<file path="config.mk">
export PLATFORM = sky130hd
export DESIGN_NAME = temperature_zone_watcher_core
export DESIGN_NICKNAME = d
export VERILOG_FILES = /design/src/rtl/tzw_pkg.sv /design/src/rtl/tzw_ram.sv /design/src/rtl/temperature_zone_watcher_core.sv
export SDC_FILE = /design/constraint.sdc
export NUM_CORES = 1
export LEC_CHECK = 0
export ABC_CLOCK_PERIOD_IN_PS = 6950
export BUFFER_PORTS_ARGS = -buffer_cell sky130_fd_sc_hd__buf_2
export CORE_MARGIN = 8
export CORE_UTILIZATION = 49
export CTS_CLUSTER_DIAMETER = 30
export DETAILED_ROUTE_END_ITERATION = 8
export GPL_ROUTABILITY_DRIVEN = 0
export PLACE_DENSITY = 0.67
export SYNTH_ARGS = -nofsm -noshare
export SYNTH_HDL_FRONTEND = slang
export SYNTH_SLANG_ARGS = --single-unit
export TNS_END_PERCENT = 1
</file>
<file path="constraint.sdc">
create_clock -name i_clk -period 6.95 [get_ports i_clk]
set_input_delay 0 -clock i_clk [delete_from_list [all_inputs] [get_ports i_clk]]
set_output_delay 0 -clock i_clk [all_outputs]
set_load 0.05 [all_outputs]
</file>
<file path="src/rtl/tzw_pkg.sv">
package tzw_pkg;

    localparam int RAW_W = 32;
    localparam int DEG_W = 28;
    localparam int THR_W = 8;
    localparam int HYS_W = 4;
    localparam int IDX_W = 2;
    localparam int CFG_IDX_W = 3;
    localparam int CFG_DATA_W = 32;

    localparam logic [THR_W-1:0] HIGH_THR_RST = 8'd50;
    localparam logic [THR_W-1:0] CRIT_THR_RST = 8'd75;
    localparam logic [HYS_W-1:0] HYST_RST = 4'd2;
    localparam logic [THR_W-1:0] MAX_GRAD_RST = 8'd10;
    localparam logic [RAW_W-1:0] INVALID_RST = 32'hFFFF_FFFF;
    localparam logic [3:0] FRAC_MASK = 4'h F;

    typedef enum logic [CFG_IDX_W-1:0] {
        CFG_HIGH_THR = 3'd0,
        CFG_CRIT_THR = 3'd1,
        CFG_HYST = 3'd2,
        CFG_MAX_GRAD = 3'd3,
        CFG_INVALID = 3'd4
    } t_cfg_index;

    typedef enum logic [1:0] {
        ZONE_START = 2'd0,
        ZONE_NORMAL = 2'd1,
        ZONE_HIGH = 2'd2,
        ZONE_CRITICAL = 2'd3
    } t_zone;

    typedef enum logic [1:0] {
        ST_JUDGED = 2'd0,
        ST_INVALID = 2'd1,
        ST_REJECTED = 2'd2
    } t_status;

    typedef struct packed {
        t_zone zone;
        logic [DEG_W-1:0] degrees;
    } t_entry;

    function automatic logic [3:0] tenth_of(input logic [3:0] frac);
        logic [7:0] prod;
        begin
            prod = {4'b0, frac & FRAC_MASK} * 8'd10;
            tenth_of = prod[7:4];
        end
    endfunction

    function automatic t_zone next_zone(input t_zone zone, input logic [DEG_W-1:0] deg,
                                        input logic [THR_W-1:0] hi,
                                        input logic [THR_W-1:0] cr,
                                        input logic [HYS_W-1:0] hy);
        logic [THR_W:0] hi_lim;
        logic [THR_W:0] cr_lim;
        logic hi_fall;
        logic cr_fall;
        logic ge_hi;
        logic ge_cr;
        t_zone nz;
        begin
            hi_lim = {1'b0, hi} - {5'b0, hy};
            cr_lim = {1'b0, cr} - {5'b0, hy};
            hi_fall = !hi_lim[THR_W] && (deg <= {{(DEG_W-THR_W){1'b0}}, hi_lim[THR_W-1:0]});
            cr_fall = !cr_lim[THR_W] && (deg <= {{(DEG_W-THR_W){1'b0}}, cr_lim[THR_W-1:0]});
            ge_hi = deg >= {{(DEG_W-THR_W){1'b0}}, hi};
            ge_cr = deg >= {{(DEG_W-THR_W){1'b0}}, cr};
            case (zone)
                ZONE_HIGH: begin
                    if (hi_fall) nz = ZONE_NORMAL;
                    else if (ge_cr) nz = ZONE_CRITICAL;
                    else nz = ZONE_HIGH;
                end
                ZONE_CRITICAL: begin
                    if (hi_fall) nz = ZONE_NORMAL;
                    else if (cr_fall) nz = ZONE_HIGH;
                    else nz = ZONE_CRITICAL;
                end
                default: begin
                    if (ge_cr) nz = ZONE_CRITICAL;
                    else if (ge_hi) nz = ZONE_HIGH;
                    else nz = ZONE_NORMAL;
                end
            endcase
            next_zone = nz;
        end
    endfunction

endpackage

</file>
<file path="src/rtl/tzw_ram.sv">
module tzw_ram #(
    parameter int WIDTH = 30,
    parameter int DEPTH = 4,
    parameter int ADDR_W = (DEPTH > 1) ? $clog2(DEPTH) : 1
) (
    input  logic              i_clk,
    input  logic              i_we,
    input  logic [ADDR_W-1:0] i_waddr,
    input  logic [WIDTH-1:0]  i_wdata,
    input  logic              i_re,
    input  logic [ADDR_W-1:0] i_raddr,
    output logic [WIDTH-1:0]  o_rdata
);

    logic [WIDTH-1:0] r_mem [2**ADDR_W];
    logic [WIDTH-1:0] r_rdata;

    always_ff @(posedge i_clk) begin
        if (i_we) begin
            r_mem[i_waddr] <= i_wdata;
        end
        if (i_re) begin
            r_rdata <= r_mem[i_raddr];
        end
    end

    assign o_rdata = r_rdata;

endmodule

</file>
<file path="src/rtl/temperature_zone_watcher_core.sv">
// Channel   Dir  tdata                               tuser
// s_axis    in   [31:0] raw_reading, zero pad to 32   [1:0] sensor_index
// m_axis    out  zone, zone_changed, whole, tenth     [1:0] sensor_id, [3:2] status
// cfg       in   write enable, 3-bit index, 32-bit data, no read-back
//
// One reading per cycle while the output is not stalled; a result passes
// the s1 and output registers. Sensor state sits in one RAM with a
// registered read; a previous reading's write to the same sensor is forwarded.
// Reset is synchronous; per-sensor valid bits make unwritten entries read as
// start zone and zero degrees, so no clearing pass is needed.
// A stalled output holds the result and the reading behind it; input tready
// drops only while both are held.
module temperature_zone_watcher_core #(
    parameter int NUM_SENSORS = 4
) (
    input  logic        i_clk,
    input  logic        i_rst_n,
    input  logic        i_s_axis_tvalid,
    output logic        o_s_axis_tready,
    input  logic [31:0] i_s_axis_tdata,  // [31:0] raw_reading
    input  logic [1:0]  i_s_axis_tuser,  // [1:0] sensor_index
    output logic        o_m_axis_tvalid,
    input  logic        i_m_axis_tready,
    output logic [39:0] o_m_axis_tdata,  // [1:0] zone, [2] zone_changed, [30:3] whole_degrees,
                                         // [34:31] tenth_degree, [39:35] zero
    output logic [3:0]  o_m_axis_tuser,  // [1:0] sensor_id, [3:2] status
    input  logic        i_cfg_wr_en,
    input  logic [2:0]  i_cfg_index,
    input  logic [31:0] i_cfg_data
);

    localparam int ADDR_W = (NUM_SENSORS > 1) ? $clog2(NUM_SENSORS) : 1;
    localparam int ENTRY_W = $bits(tzw_pkg::t_entry);
    localparam int DEG_W = tzw_pkg::DEG_W;

    logic [7:0]  r_high_thr;
    logic [7:0]  r_crit_thr;
    logic [3:0]  r_hyst;
    logic [7:0]  r_max_grad;
    logic [31:0] r_invalid;

    logic              r_s1_valid;
    logic [1:0]        r_s1_idx;
    logic [31:0]       r_s1_raw;
    logic              r_s1_fwd;
    tzw_pkg::t_entry   r_fwd_entry;
    logic [2**ADDR_W-1:0] r_vld;

    logic                  r_out_valid;
    logic [1:0]            r_out_id;
    tzw_pkg::t_status      r_out_status;
    tzw_pkg::t_zone        r_out_zone;
    logic                  r_out_changed;
    logic [DEG_W-1:0]      r_out_deg;
    logic [3:0]            r_out_tenth;

    logic                  in_accept;
    logic                  s1_adv;
    logic [ADDR_W-1:0]     in_addr;
    logic [ADDR_W-1:0]     s1_addr;
    logic [ENTRY_W-1:0]    ram_rdata;
    tzw_pkg::t_entry       s1_entry;
    tzw_pkg::t_entry       wr_entry;
    logic                  s1_wr;
    logic                  s1_in_range;
    logic [DEG_W-1:0]      s1_deg;
    logic [DEG_W-1:0]      s1_jump;
    tzw_pkg::t_status      n_status;
    tzw_pkg::t_zone        n_zone;
    logic                  n_changed;

    assign s1_adv = r_s1_valid && (!r_out_valid || i_m_axis_tready);
    assign o_s_axis_tready = !r_s1_valid || s1_adv;
    assign in_accept = i_s_axis_tvalid && o_s_axis_tready;
    assign in_addr = ADDR_W'(i_s_axis_tuser);
    assign s1_addr = ADDR_W'(r_s1_idx);

    tzw_ram #(
        .WIDTH (ENTRY_W),
        .DEPTH (NUM_SENSORS),
        .ADDR_W(ADDR_W)
    ) u_ram (
        .i_clk  (i_clk),
        .i_we   (s1_wr),
        .i_waddr(s1_addr),
        .i_wdata(wr_entry),
        .i_re   (in_accept),
        .i_raddr(in_addr),
        .o_rdata(ram_rdata)
    );

    always_comb begin
        s1_in_range = 32'(r_s1_idx) < NUM_SENSORS;
        s1_deg = r_s1_raw[31:4];
        if (r_s1_fwd) begin
            s1_entry = r_fwd_entry;
        end else if (r_vld[s1_addr]) begin
            s1_entry = tzw_pkg::t_entry'(ram_rdata);
        end else begin
            s1_entry = '{zone: tzw_pkg::ZONE_START, degrees: '0};
        end
        s1_jump = (s1_deg >= s1_entry.degrees) ? (s1_deg - s1_entry.degrees)
                                               : (s1_entry.degrees - s1_deg);
        s1_wr = 1'b0;
        n_changed = 1'b0;
        wr_entry = s1_entry;
        wr_entry.degrees = s1_deg;
        if (!s1_in_range) begin
            n_status = tzw_pkg::ST_INVALID;
            n_zone = tzw_pkg::ZONE_START;
        end else if (r_s1_raw == r_invalid) begin
            n_status = tzw_pkg::ST_INVALID;
            n_zone = s1_entry.zone;
        end else if (s1_entry.zone != tzw_pkg::ZONE_START &&
                     s1_jump >= {{(DEG_W-8){1'b0}}, r_max_grad}) begin
            n_status = tzw_pkg::ST_REJECTED;
            n_zone = s1_entry.zone;
            s1_wr = s1_adv;
        end else begin
            n_status = tzw_pkg::ST_JUDGED;
            n_zone = tzw_pkg::next_zone(s1_entry.zone, s1_deg, r_high_thr, r_crit_thr, r_hyst);
            n_changed = n_zone != s1_entry.zone;
            wr_entry.zone = n_zone;
            s1_wr = s1_adv;
        end
    end

    always_ff @(posedge i_clk) begin
        if (!i_rst_n) begin
            r_high_thr <= tzw_pkg::HIGH_THR_RST;
            r_crit_thr <= tzw_pkg::CRIT_THR_RST;
            r_hyst <= tzw_pkg::HYST_RST;
            r_max_grad <= tzw_pkg::MAX_GRAD_RST;
            r_invalid <= tzw_pkg::INVALID_RST;
        end else if (i_cfg_wr_en) begin
            unique case (i_cfg_index)
                tzw_pkg::CFG_HIGH_THR: r_high_thr <= i_cfg_data[7:0];
                tzw_pkg::CFG_CRIT_THR: r_crit_thr <= i_cfg_data[7:0];
                tzw_pkg::CFG_HYST: r_hyst <= i_cfg_data[3:0];
                tzw_pkg::CFG_MAX_GRAD: r_max_grad <= i_cfg_data[7:0];
                tzw_pkg::CFG_INVALID: r_invalid <= i_cfg_data;
                default: ;
            endcase
        end
    end

    always_ff @(posedge i_clk) begin
        if (!i_rst_n) begin
            r_s1_valid <= 1'b0;
            r_out_valid <= 1'b0;
            r_vld <= '0;
        end else begin
            if (in_accept) begin
                r_s1_valid <= 1'b1;
            end else if (s1_adv) begin
                r_s1_valid <= 1'b0;
            end
            if (s1_adv) begin
                r_out_valid <= 1'b1;
            end else if (i_m_axis_tready) begin
                r_out_valid <= 1'b0;
            end
            if (s1_wr) begin
                r_vld[s1_addr] <= 1'b1;
            end
        end
    end

    always_ff @(posedge i_clk) begin
        if (in_accept) begin
            r_s1_idx <= i_s_axis_tuser;
            r_s1_raw <= i_s_axis_tdata;
            r_s1_fwd <= s1_wr && (s1_addr == in_addr);
            r_fwd_entry <= wr_entry;
        end
        if (s1_adv) begin
            r_out_id <= r_s1_idx;
            r_out_status <= n_status;
            r_out_zone <= n_zone;
            r_out_changed <= n_changed;
            r_out_deg <= s1_deg;
            r_out_tenth <= tzw_pkg::tenth_of(r_s1_raw[3:0]);
        end
    end

    assign o_m_axis_tvalid = r_out_valid;
    assign o_m_axis_tdata = {5'b0, r_out_tenth, r_out_deg, r_out_changed, r_out_zone};
    assign o_m_axis_tuser = {r_out_status, r_out_id};

endmodule

</file>
==> results_dict.tcl, run 1 <==
set metrics [dict create \
    outcome "complete, no violations" \
    comb_power_share_pct 12.4 \
    io_pins 120 \
    worstSetupEndpointType "flip-flop" \
    die-area_um2 39900 \
    postCtsSetupRepairBufs 0 \
    multi_input_area_um2 6940 \
    vias 12100 \
    syn-cell-area_um2 16500 \
    yosysTopAreaCellShare_pct 46.1 \
    clock_latency_ps 580 \
    ctsHoldBuffers 71 \
    async_flop_share_pct 0 \
    drt_first_pass_iters 5 \
    cts-root-buf "clkbuf_16" \
    cts_tree "built" \
    min_period_ps 6430 \
    area_growth_pct 21.7 \
    cts.path.max_buffers 3 \
    fin_util_pct 60.3 \
    ys_seq_area_share_pct 54.1 \
    wl_um 42800 \
    dp.cells 1979 \
    fin_cells 2151 \
    p_total_uw 5630 \
    initial_core_util_pct 49.6 \
    arrival_ps 6720 \
    p_leak_uw 0.00776 \
    relSlewSlack_pct 18.6 \
    fmax_mhz 155 \
    drive_above_1_share_pct 16.6 \
    nets 1843 \
    fin_tns_setup_ps 0 \
    rsz0062_at_grt "no" \
    n_antenna_cell 0 \
    antenna_found_initial 0 \
    synth.largest_area_cell "edfxtp_1" \
    min_path_type "input pin to flip-flop" \
    p_per_area_nw_per_um2 280 \
    p_int_uw 4140 \
    seq_power_share_pct 39.2 \
    cp-start-kind "flip-flop" \
    setup_viol 0 \
    synth_edf_count 254 \
    synth_most_common_cell "edfxtp_1" \
    tritoncts.num_buffers 54 \
    cp_max_fo 30 \
    drc 0 \
    synth.area.top_cells "edfxtp_1, ha_1, dfxtp_1" \
    critPathMaxStageDelay_ps 870 \
    clkSinkCount 320 \
    synthCells 1459 \
    p_clk_share_pct 48.4 \
    nFillCells 2651 \
    worst_slack_ps 517 \
    grt_pass1_wl_um 67800 \
    vias_per_cell 5.61 \
    cts_resized 0 \
    coreArea_um2 33400 \
    pre_cts_ws_ps 669 \
    io_buffers 114 \
    skew_ps 29.9 \
    rrSetupSlack_ps 520 \
    grt_usage_pct 21.6 \
    slew_violations 0 \
    synthTopCellsByCount "edfxtp_1, nand2_1, ha_1" \
    syn_area_per_cell_um2 11.3 \
    worstSetupPathType "flip-flop to flip-flop" \
    drv_cap 0 \
    drt-wirelength-per-cell_um 19.9 \
    tightest_slew_ps 1220 \
    hold_viol 0 \
    hpwl_um 28700 \
    synth_cell_types 69 \
    ys_ff_latch 320 \
    overflow 0 \
    fp.dieH_um 200 \
    p_sw_share_pct 26.4 \
    ant_nets 0 \
    crit_chain "mux4_2 -> nand2_1 -> o21ai_0 -> ha_1 -> fa_1 -> nand2b_1 -> a211oi_2 -> o21ai_1 -> and2b_1 -> o211ai_2 -> nor2_1 -> a21oi_1 -> xor2_1 -> ha_1 -> nor2b_1 -> o21ai_0 -> a21oi_1 -> o21ai_0 -> nand2b_1 -> a21oi_1 -> nand4_1 -> or4_4 -> a31oi_1" \
    synthFlopType "edfxtp_1" \
    die_w_um 200 \
    grt_pass1_vias 12300 \
    clk_pin_slew_ps 60 \
    ir_drop_v 0.000292 \
    row_count 67 \
    fin_crit_sh_pct 92.6 \
    drt_iter0_drc 877 \
    power_switching_uw 1490 \
    cp.required_ps 7240 \
    regArea_um2 8950 \
    grt_max_degree 70 \
    synth_warnings 0 \
    htreeDepth 2 \
    slowest_stage "mux4_2" \
]
==> worst paths after layout <==
kind,end,cells after the start,from
setup / recovery,u_ram.r_mem[3][29]$_DFFE_PP_,23,r_s1_idx[0]$_DFFE_PP_
hold / removal,r_invalid[8]$_SDFFE_PN1P_,5,i_cfg_wr_en
setup reg to reg,u_ram.r_mem[3][29]$_DFFE_PP_,23,r_s1_idx[0]$_DFFE_PP_
hold reg to reg,r_vld[2]$_SDFFE_PN0P_,1,r_vld[2]$_SDFFE_PN0P_
==> routing by layer <==
metal  part of all wire [%]  vias up  wire (µm)  GRT usage [%]
li1                       -     5699          -              -
met1                     44     5807      18800           29.0
met2                     47      475      20100           35.4
met3                    6.3       87       2710           3.22
met4                    2.9        0       1220           7.44
met5                      0        -          0              0
==> sequential cells by signal (all words and copies together) (netlist names), 4 cells and up <==
signal and cells:
u_ram.r_mem 120, r_invalid 32, r_s1_raw 32, r_fwd_entry 30
u_ram.o_rdata 30, r_out_deg 28, r_crit_thr 8, r_high_thr 8
r_max_grad 8, r_hyst 4, r_out_tenth 4, r_vld 4
==> through the flow <==
step	hold WS [ps]	instance area (µm²)
after global routing	90.9	20100
after detailed placement	178	17500
after CTS	41.4	20100
after global placement	177	17500
final	63.2	20100
after floorplan	98.9	16600
==> power groups by stage <==
stage	logic [µW]	registers [µW]	clock network, µW
6_report	699	2210	2730
3_5_place_dp	655	2250	0
3_3_place_gp	647	2240	0
5_1_grt	770	2220	2830
4_1_cts	691	2210	2750
2_1_floorplan	450	2260	0
==> placed cells by master (no fill, tap or decap), types with 20 or more instances in the layout <==
cell type / synthesis / layout
dlygate4sd3_1: 0 / 71
nand4_1: 24 / 24
clkbuf_16: 0 / 54
edfxtp_1: 254 / 254
dfxtp_1: 66 / 66
buf_2: 6 / 114
nand2_1: 219 / 219
a21oi_1: 88 / 88
nor2_1: 51 / 49
nand3_1: 47 / 47
xor2_1: 53 / 53
a21o_1: 20 / 20
mux4_2: 31 / 31
ha_1: 106 / 106
xnor2_1: 25 / 25
inv_1: 99 / 98
o21ai_0: 79 / 79
==> cell families (layout without fill, tap and decap cells) <==
| kind of cell | after synthesis | after routing | synth area share [%] |
|---|---|---|---|
| AO/OA/AOI/OAI | 301 | 301 | 11.5 |
| XOR/XNOR | 78 | 78 | 4.13 |
| adder cells (fa/ha/maj) | 111 | 111 | 8.62 |
| buffers and inverters | 163 | 403 | 4.20 |
| flip-flops | 320 | 320 | 54.1 |
| multiplexers | 48 | 48 | 5.27 |
| other | 1 | 5 | 0.0227 |
| AND/OR/NAND/NOR | 437 | 437 | 12.2 |
==> worst max-delay path, delay by kind of cell, from the launching register on <==
family	cells	cell delay (ps)
flops	1	490
compound gates	10	2190
mux	1	870
fa+ha+maj	3	870
simple gates	8	1530
xor+xnor	1	190
==> layout make-up <==
type	instances	area share, %
inverters	99	1.85
multi-input cells	980	34.5
well taps	448	2.78
repair buffers	203	7.04
clock inverters	43	2.64
flip-flops and latches	320	44.5
clock buffers	58	6.79
(Power assumes the default switching activity.)
==> run 2, diff against run 1 <==
--- a/config.mk
+++ b/config.mk
@@ -5,7 +5,7 @@
 export SDC_FILE = /design/constraint.sdc
 export NUM_CORES = 1
 export LEC_CHECK = 0
-export ABC_CLOCK_PERIOD_IN_PS = 6950
+export ABC_CLOCK_PERIOD_IN_PS = 8170
 export BUFFER_PORTS_ARGS = -buffer_cell sky130_fd_sc_hd__buf_2
 export CORE_MARGIN = 8
 export CORE_UTILIZATION = 49
==> constraint.sdc (replaced) <==
create_clock -name i_clk -period 8.17 [get_ports i_clk]
set_input_delay 0 -clock i_clk [delete_from_list [all_inputs] [get_ports i_clk]]
set_output_delay 0 -clock i_clk [all_outputs]
set_load 0.05 [all_outputs]
==> run 2 against run 1 <==
Compared with the run above:
- first-iteration DRC count is 1.7% lower
- power is 18% lower
- final area is 0.86% lower
- non-clock buffer count is 3 lower
- clock-buffer cell count is 6 higher
- die area stayed put
- setup slack better by 760 ps
- wire length is 0.28% higher
- clock power is 21% lower
- critical path depth is 1 higher
- sequential share of layout area is 0.39 points higher
==> results_dict.tcl, run 2 (synthesis results as in run 1) <==
set metrics [dict create \
    outcome "complete, no violations" \
    rsz0062_at_grt "no" \
    wl_um 42900 \
    cp-start-kind "flip-flop" \
    clock_latency_ps 570 \
    met1_usage_pct 28.7 \
    grt_usage_pct 21.6 \
    min_path_type "input pin to flip-flop" \
    die-area_um2 39900 \
    fin_crit_sh_pct 84.4 \
    drt_iter0_drc 862 \
    hold_viol 0 \
    p_leak_uw 0.00768 \
    die_w_um 200 \
    initial_core_util_pct 49.6 \
    min_period_ps 6900 \
    hpwl_um 28800 \
    grt_max_degree 71 \
    skew_ps 28.8 \
    drc 0 \
    setup_viol 0 \
    io_pins 120 \
    cts_tree "built" \
    top_register "u_ram.r_mem" \
    relSlewSlack_pct 22.3 \
    vias 12100 \
    mostFrequentLayoutCell "edfxtp_1" \
    largestRegisters "u_ram.r_mem: 120 flops, r_invalid: 32 flops, r_s1_raw: 32 flops" \
    area_growth_pct 20.6 \
    vias_per_cell 5.63 \
    p_per_area_nw_per_um2 233 \
    regArea_um2 8950 \
    row_count 67 \
    arrival_ps 7190 \
    drt_first_pass_iters 5 \
    htreeDepth 2 \
    met2_usage_pct 34.6 \
    overflow 0 \
    p_total_uw 4640 \
    tightest_slew_ps 1170 \
    tritoncts.num_buffers 52 \
    fin_cells 2143 \
    antenna_found_initial 2 \
    drt-wirelength-per-cell_um 20.0 \
    nets 1838 \
    layout_common_cells "edfxtp_1, nand2_1, buf_2" \
    cp_max_fo 30 \
    slew_violations 0 \
    fin_util_pct 59.8 \
    grt_pass1_wl_um 67600 \
    fmax_mhz 145 \
    grt.busiest_layer "met2" \
    cp.required_ps 8460 \
    grt_pass1_vias 12200 \
    worstSetupEndpointType "flip-flop" \
    fp.dieH_um 200 \
    dp.cells 1977 \
    drv_cap 0 \
    worstSetupPathType "flip-flop to flip-flop" \
    ir_drop_v 0.000225 \
    multi_input_area_um2 6940 \
    cts-root-buf "clkbuf_16" \
    largest_reg_flops 120 \
    io_buffers 114 \
    met3_usage_pct 4.79 \
    ant_nets 0 \
    drive_above_1_share_pct 15.9 \
    cts.path.max_buffers 3 \
    clk_pin_slew_ps 50 \
    fin_tns_setup_ps 0 \
    coreArea_um2 33400 \
    nFillCells 2682 \
    clkSinkCount 320 \
]
==> run 2: where the power goes <==
part / switching [µW] / internal (µW)
logic: 367 / 225
clock network: 775 / 1390
registers: 50.3 / 1830
==> run 2: worst paths after layout <==
kind                                  endpoint  depth (start not counted)                       start  slack [ps]
hold reg to reg     r_high_thr[7]$_SDFFE_PN0P_                          2  r_high_thr[7]$_SDFFE_PN0P_         470
setup / recovery  u_ram.r_mem[3][29]$_DFFE_PP_                         24       r_s1_idx[0]$_DFFE_PP_        1270
hold / removal       r_invalid[0]$_SDFFE_PN1P_                          5                 i_cfg_wr_en          50
setup reg to reg  u_ram.r_mem[3][29]$_DFFE_PP_                         24       r_s1_idx[0]$_DFFE_PP_        1270
==> run 2: per-layer routing <==
layer	wire, µm	part of all wire, %	up-vias
li1	-	-	5686
met1	18100	42	5793
met2	20000	47	506
met3	3490	8.1	75
met4	1300	3.0	0
met5	0	0	-
==> run 2: what timing repair did <==
action                                 CTS  global route
gates resized for setup                  0             0
hold buffers                            70             0
buffers inserted                         0             0
endpoints found under the hold margin  105             0
setup endpoints to repair                0             0
==> run 2: layout make-up <==
cell class	count	share of cell area (%)
diodes	1	0.0125
clock buffers	64	6.85
clock inverters	31	1.90
inverters	99	1.86
multi-input cells	980	34.8
flip-flops and latches	320	44.8
well taps	448	2.81
repair buffers	200	6.97
==> run 2: worst max-delay path, cell delays in order (launching register included) <==
cell and delay (ps):
edfxtp_1 500, mux4_2 870, nand2_1 160, o21ai_0 110, ha_1 250, fa_1 380, nand2b_1 190, a211oi_2 350
o21ai_1 150, and2b_1 220, o211ai_2 660, buf_4 340, nor2_1 60, a21oi_1 140, xor2_1 190, ha_1 240
nor2b_1 120, o21ai_0 140, a21oi_1 90, o21ai_0 160, nand2b_1 70, a21oi_1 140, nand4_1 150, or4_4 500
a31oi_1 400
==> run 2: through the flow <==
| stage | hold slack (ps) | setup WS [ps] | cell area, µm² |
|---|---|---|---|
| 4_1_cts | 40.1 | 1280 | 20000 |
| 3_5_place_dp | 178 | 1330 | 17500 |
| 3_3_place_gp | 177 | 1520 | 17500 |
| 2_1_floorplan | 98.9 | 2270 | 16600 |
| 6_report | 50.2 | 1270 | 20000 |
| 5_1_grt | 78.3 | 743 | 20000 |
==> run 3, diff against run 2 <==
--- a/config.mk
+++ b/config.mk
@@ -5,7 +5,7 @@
 export SDC_FILE = /design/constraint.sdc
 export NUM_CORES = 1
 export LEC_CHECK = 0
-export ABC_CLOCK_PERIOD_IN_PS = 8170
+export ABC_CLOCK_PERIOD_IN_PS = 6400
 export BUFFER_PORTS_ARGS = -buffer_cell sky130_fd_sc_hd__buf_2
 export CORE_MARGIN = 8
 export CORE_UTILIZATION = 49
==> constraint.sdc (replaced) <==
create_clock -name i_clk -period 6.4 [get_ports i_clk]
set_input_delay 0 -clock i_clk [delete_from_list [all_inputs] [get_ports i_clk]]
set_output_delay 0 -clock i_clk [all_outputs]
set_load 0.05 [all_outputs]
==> run 3 against run 2 <==
Compared with the run above:
- global-route usage rose by 0.18 points
- register-to-register slack got worse by 740 ps
- via count is 1.3% higher
- core utilization rose by 0.89 points
- cell count rose by 1.5%
- clock-buffer cell count down 3
- flip-flop and latch count did not move
- first-iteration DRC count is 1.2% lower
- critical path depth decreased by 2
- critical path type unchanged
- critical endpoint is now u_ram.r_mem[2][28]$_DFFE_PP_
- highest routed layer unchanged
==> results_dict.tcl, run 3 (synthesis results as in run 1) <==
set metrics [dict create \
    cts-root-buf "clkbuf_16" \
    min_from "i_cfg_wr_en" \
    drt-wirelength-per-cell_um 19.8 \
    min_path_type "input pin to flip-flop" \
    grt_usage_pct 21.8 \
    clk_pin_slew_ps 60 \
    fin_util_pct 60.7 \
    fin_tns_setup_ps 0 \
    initial_core_util_pct 49.6 \
    drive_above_1_share_pct 17.8 \
    arrival_ps 6170 \
    tightest_slew_ps 1240 \
    die-area_um2 39900 \
    io_pins 120 \
    worstSetupPathType "flip-flop to flip-flop" \
    comb_power_share_pct 13.1 \
    tritoncts.num_buffers 57 \
    final_cell_area_um2 20300 \
    antenna_found_initial 0 \
    grt_max_degree 71 \
    p_leak_uw 0.00785 \
    vias 12200 \
    clock_latency_ps 590 \
    slowest_stage "mux4_2" \
    die_w_um 200 \
    p_clk_share_pct 47.1 \
    row_count 67 \
    p_sw_share_pct 27.8 \
    drc 0 \
    dpl_cell_area_um2 17700 \
    postCtsSetupRepairBufs 0 \
    top_register "u_ram.r_mem" \
    cp-startpoint "r_s1_idx[0]$_DFFE_PP_" \
    cp_max_fo 19 \
    drt_iter0_drc 852 \
    cts.path.max_buffers 3 \
    worstSetupEndpointType "flip-flop" \
    grt_pass1_vias 12400 \
    fin_crit_sh_pct 91.7 \
    p_per_area_nw_per_um2 296 \
    fp.dieH_um 200 \
    p_int_uw 4330 \
    crit_chain "mux4_2 -> nand2_1 -> o21ai_0 -> ha_1 -> fa_1 -> nand2b_1 -> a211oi_2 -> o21ai_1 -> and2b_1 -> o211ai_4 -> buf_4 -> a21oi_1 -> xor2_1 -> ha_1 -> o21ai_0 -> a21oi_1 -> o21ai_0 -> nand2b_1 -> a21oi_1 -> nand4_1 -> or4_4 -> o22a_1" \
    io_buffers 114 \
    largest_reg_flops 120 \
    relSlewSlack_pct 17.6 \
    cts_tree "built" \
    htreeDepth 2 \
    grt_pass1_wl_um 67800 \
    hold_viol 0 \
    area_growth_pct 22.4 \
    slew_violations 0 \
    critPathMaxStageDelay_ps 690 \
    n_antenna_cell 0 \
    mostFrequentLayoutCell "edfxtp_1" \
    worst_hold_slack_ps 57.0 \
    reg2reg_from "r_s1_idx[0]$_DFFE_PP_" \
    fmax_mhz 170 \
    path_delay_family "compound AO/OA/AOI/OAI gates" \
    rsz0062_at_grt "no" \
    min_period_ps 5870 \
    cp.required_ps 6700 \
    skew_ps 21.1 \
    seq_power_share_pct 39.7 \
    wl_um 43200 \
    clkSinkCount 320 \
    nets 1864 \
    drv_cap 0 \
    power_switching_uw 1670 \
    cp-start-kind "flip-flop" \
    overflow 0 \
    outcome "complete, no violations" \
    coreArea_um2 33400 \
    setup_viol 0 \
    ant_nets 0 \
    vias_per_cell 5.61 \
    largestRegisters "u_ram.r_mem: 120 flops, r_invalid: 32 flops, r_s1_raw: 32 flops" \
    ir_drop_v 0.000281 \
    drt_first_pass_iters 5 \
    cp_num_buf_inv 1 \
    hpwl_um 29000 \
    layout_common_cells "edfxtp_1, nand2_1, buf_2" \
]
run 3: cell count changes in the layout (fill, tap and decap cells not counted), sizes merged, moves of 3 or more:
cell	before	now
bufinv	6	0
clkinv	14	30
inv	105	113
clkbuf	64	61
buf	130	149
run 3: routing by layer:
layer  wire length, µm  global-route usage [%]
met5                 0                       0
met4              1690                    9.51
met3              3270                    4.64
met2             19700                    34.4
met1             18500                    28.9
run 3: worst reg2reg max path: cells and delay by family, from the launching register on:
kind	cells	cell delay, ps
buffers and inverters	1	360
DFF	1	370
AOI/OAI and AO/OA	10	1760
adders and majority gates	3	900
xor gates and xnor gates	1	160
and+or+nand+nor	6	1330
muxes	1	690
run 3: what timing repair did:
item	CTS	global route
hold endpoints to repair	118	0
gates resized for setup	0	4
hold buffers	72	0
setup endpoints to repair	0	6
run 3: layout make-up:
class | count | area, µm²
clock inverter | 47 | 403
tap | 448 | 561
inverter | 99 | 372
clock buffer | 61 | 1450
multi-input combinational | 980 | 6950
sequential | 320 | 8950
timing repair buffer | 221 | 1570
fill | 2593 | 13100
run 3: path summary, 6_finish.rpt:
check             slack (ps)                           end  depth (start not counted)
hold reg to reg          470         r_vld[0]$_SDFFE_PN0P_                          1
setup reg to reg         530  u_ram.r_mem[2][28]$_DFFE_PP_                         22
setup / recovery         530  u_ram.r_mem[2][28]$_DFFE_PP_                         22
hold / removal            60     r_invalid[0]$_SDFFE_PN1P_                          5
run 3: power by group through the flow:
stage / logic, µW / clock network, µW / registers [µW]
after floorplan: 488 / 0 / 2460
after global placement: 731 / 0 / 2420
after detailed placement: 739 / 0 / 2420
after CTS: 776 / 2870 / 2380
after global routing: 865 / 2960 / 2390
final: 788 / 2830 / 2380
run 3: per-stage QoR:
step	worst slack [ps]	cells	power [µW]
5_1_grt	136	2176	6210
4_1_cts	339	2176	6020
6_report	533	2176	6000
2_1_floorplan	501	1463	2950
3_3_place_gp	549	1996	3150
3_5_place_dp	369	1996	3160
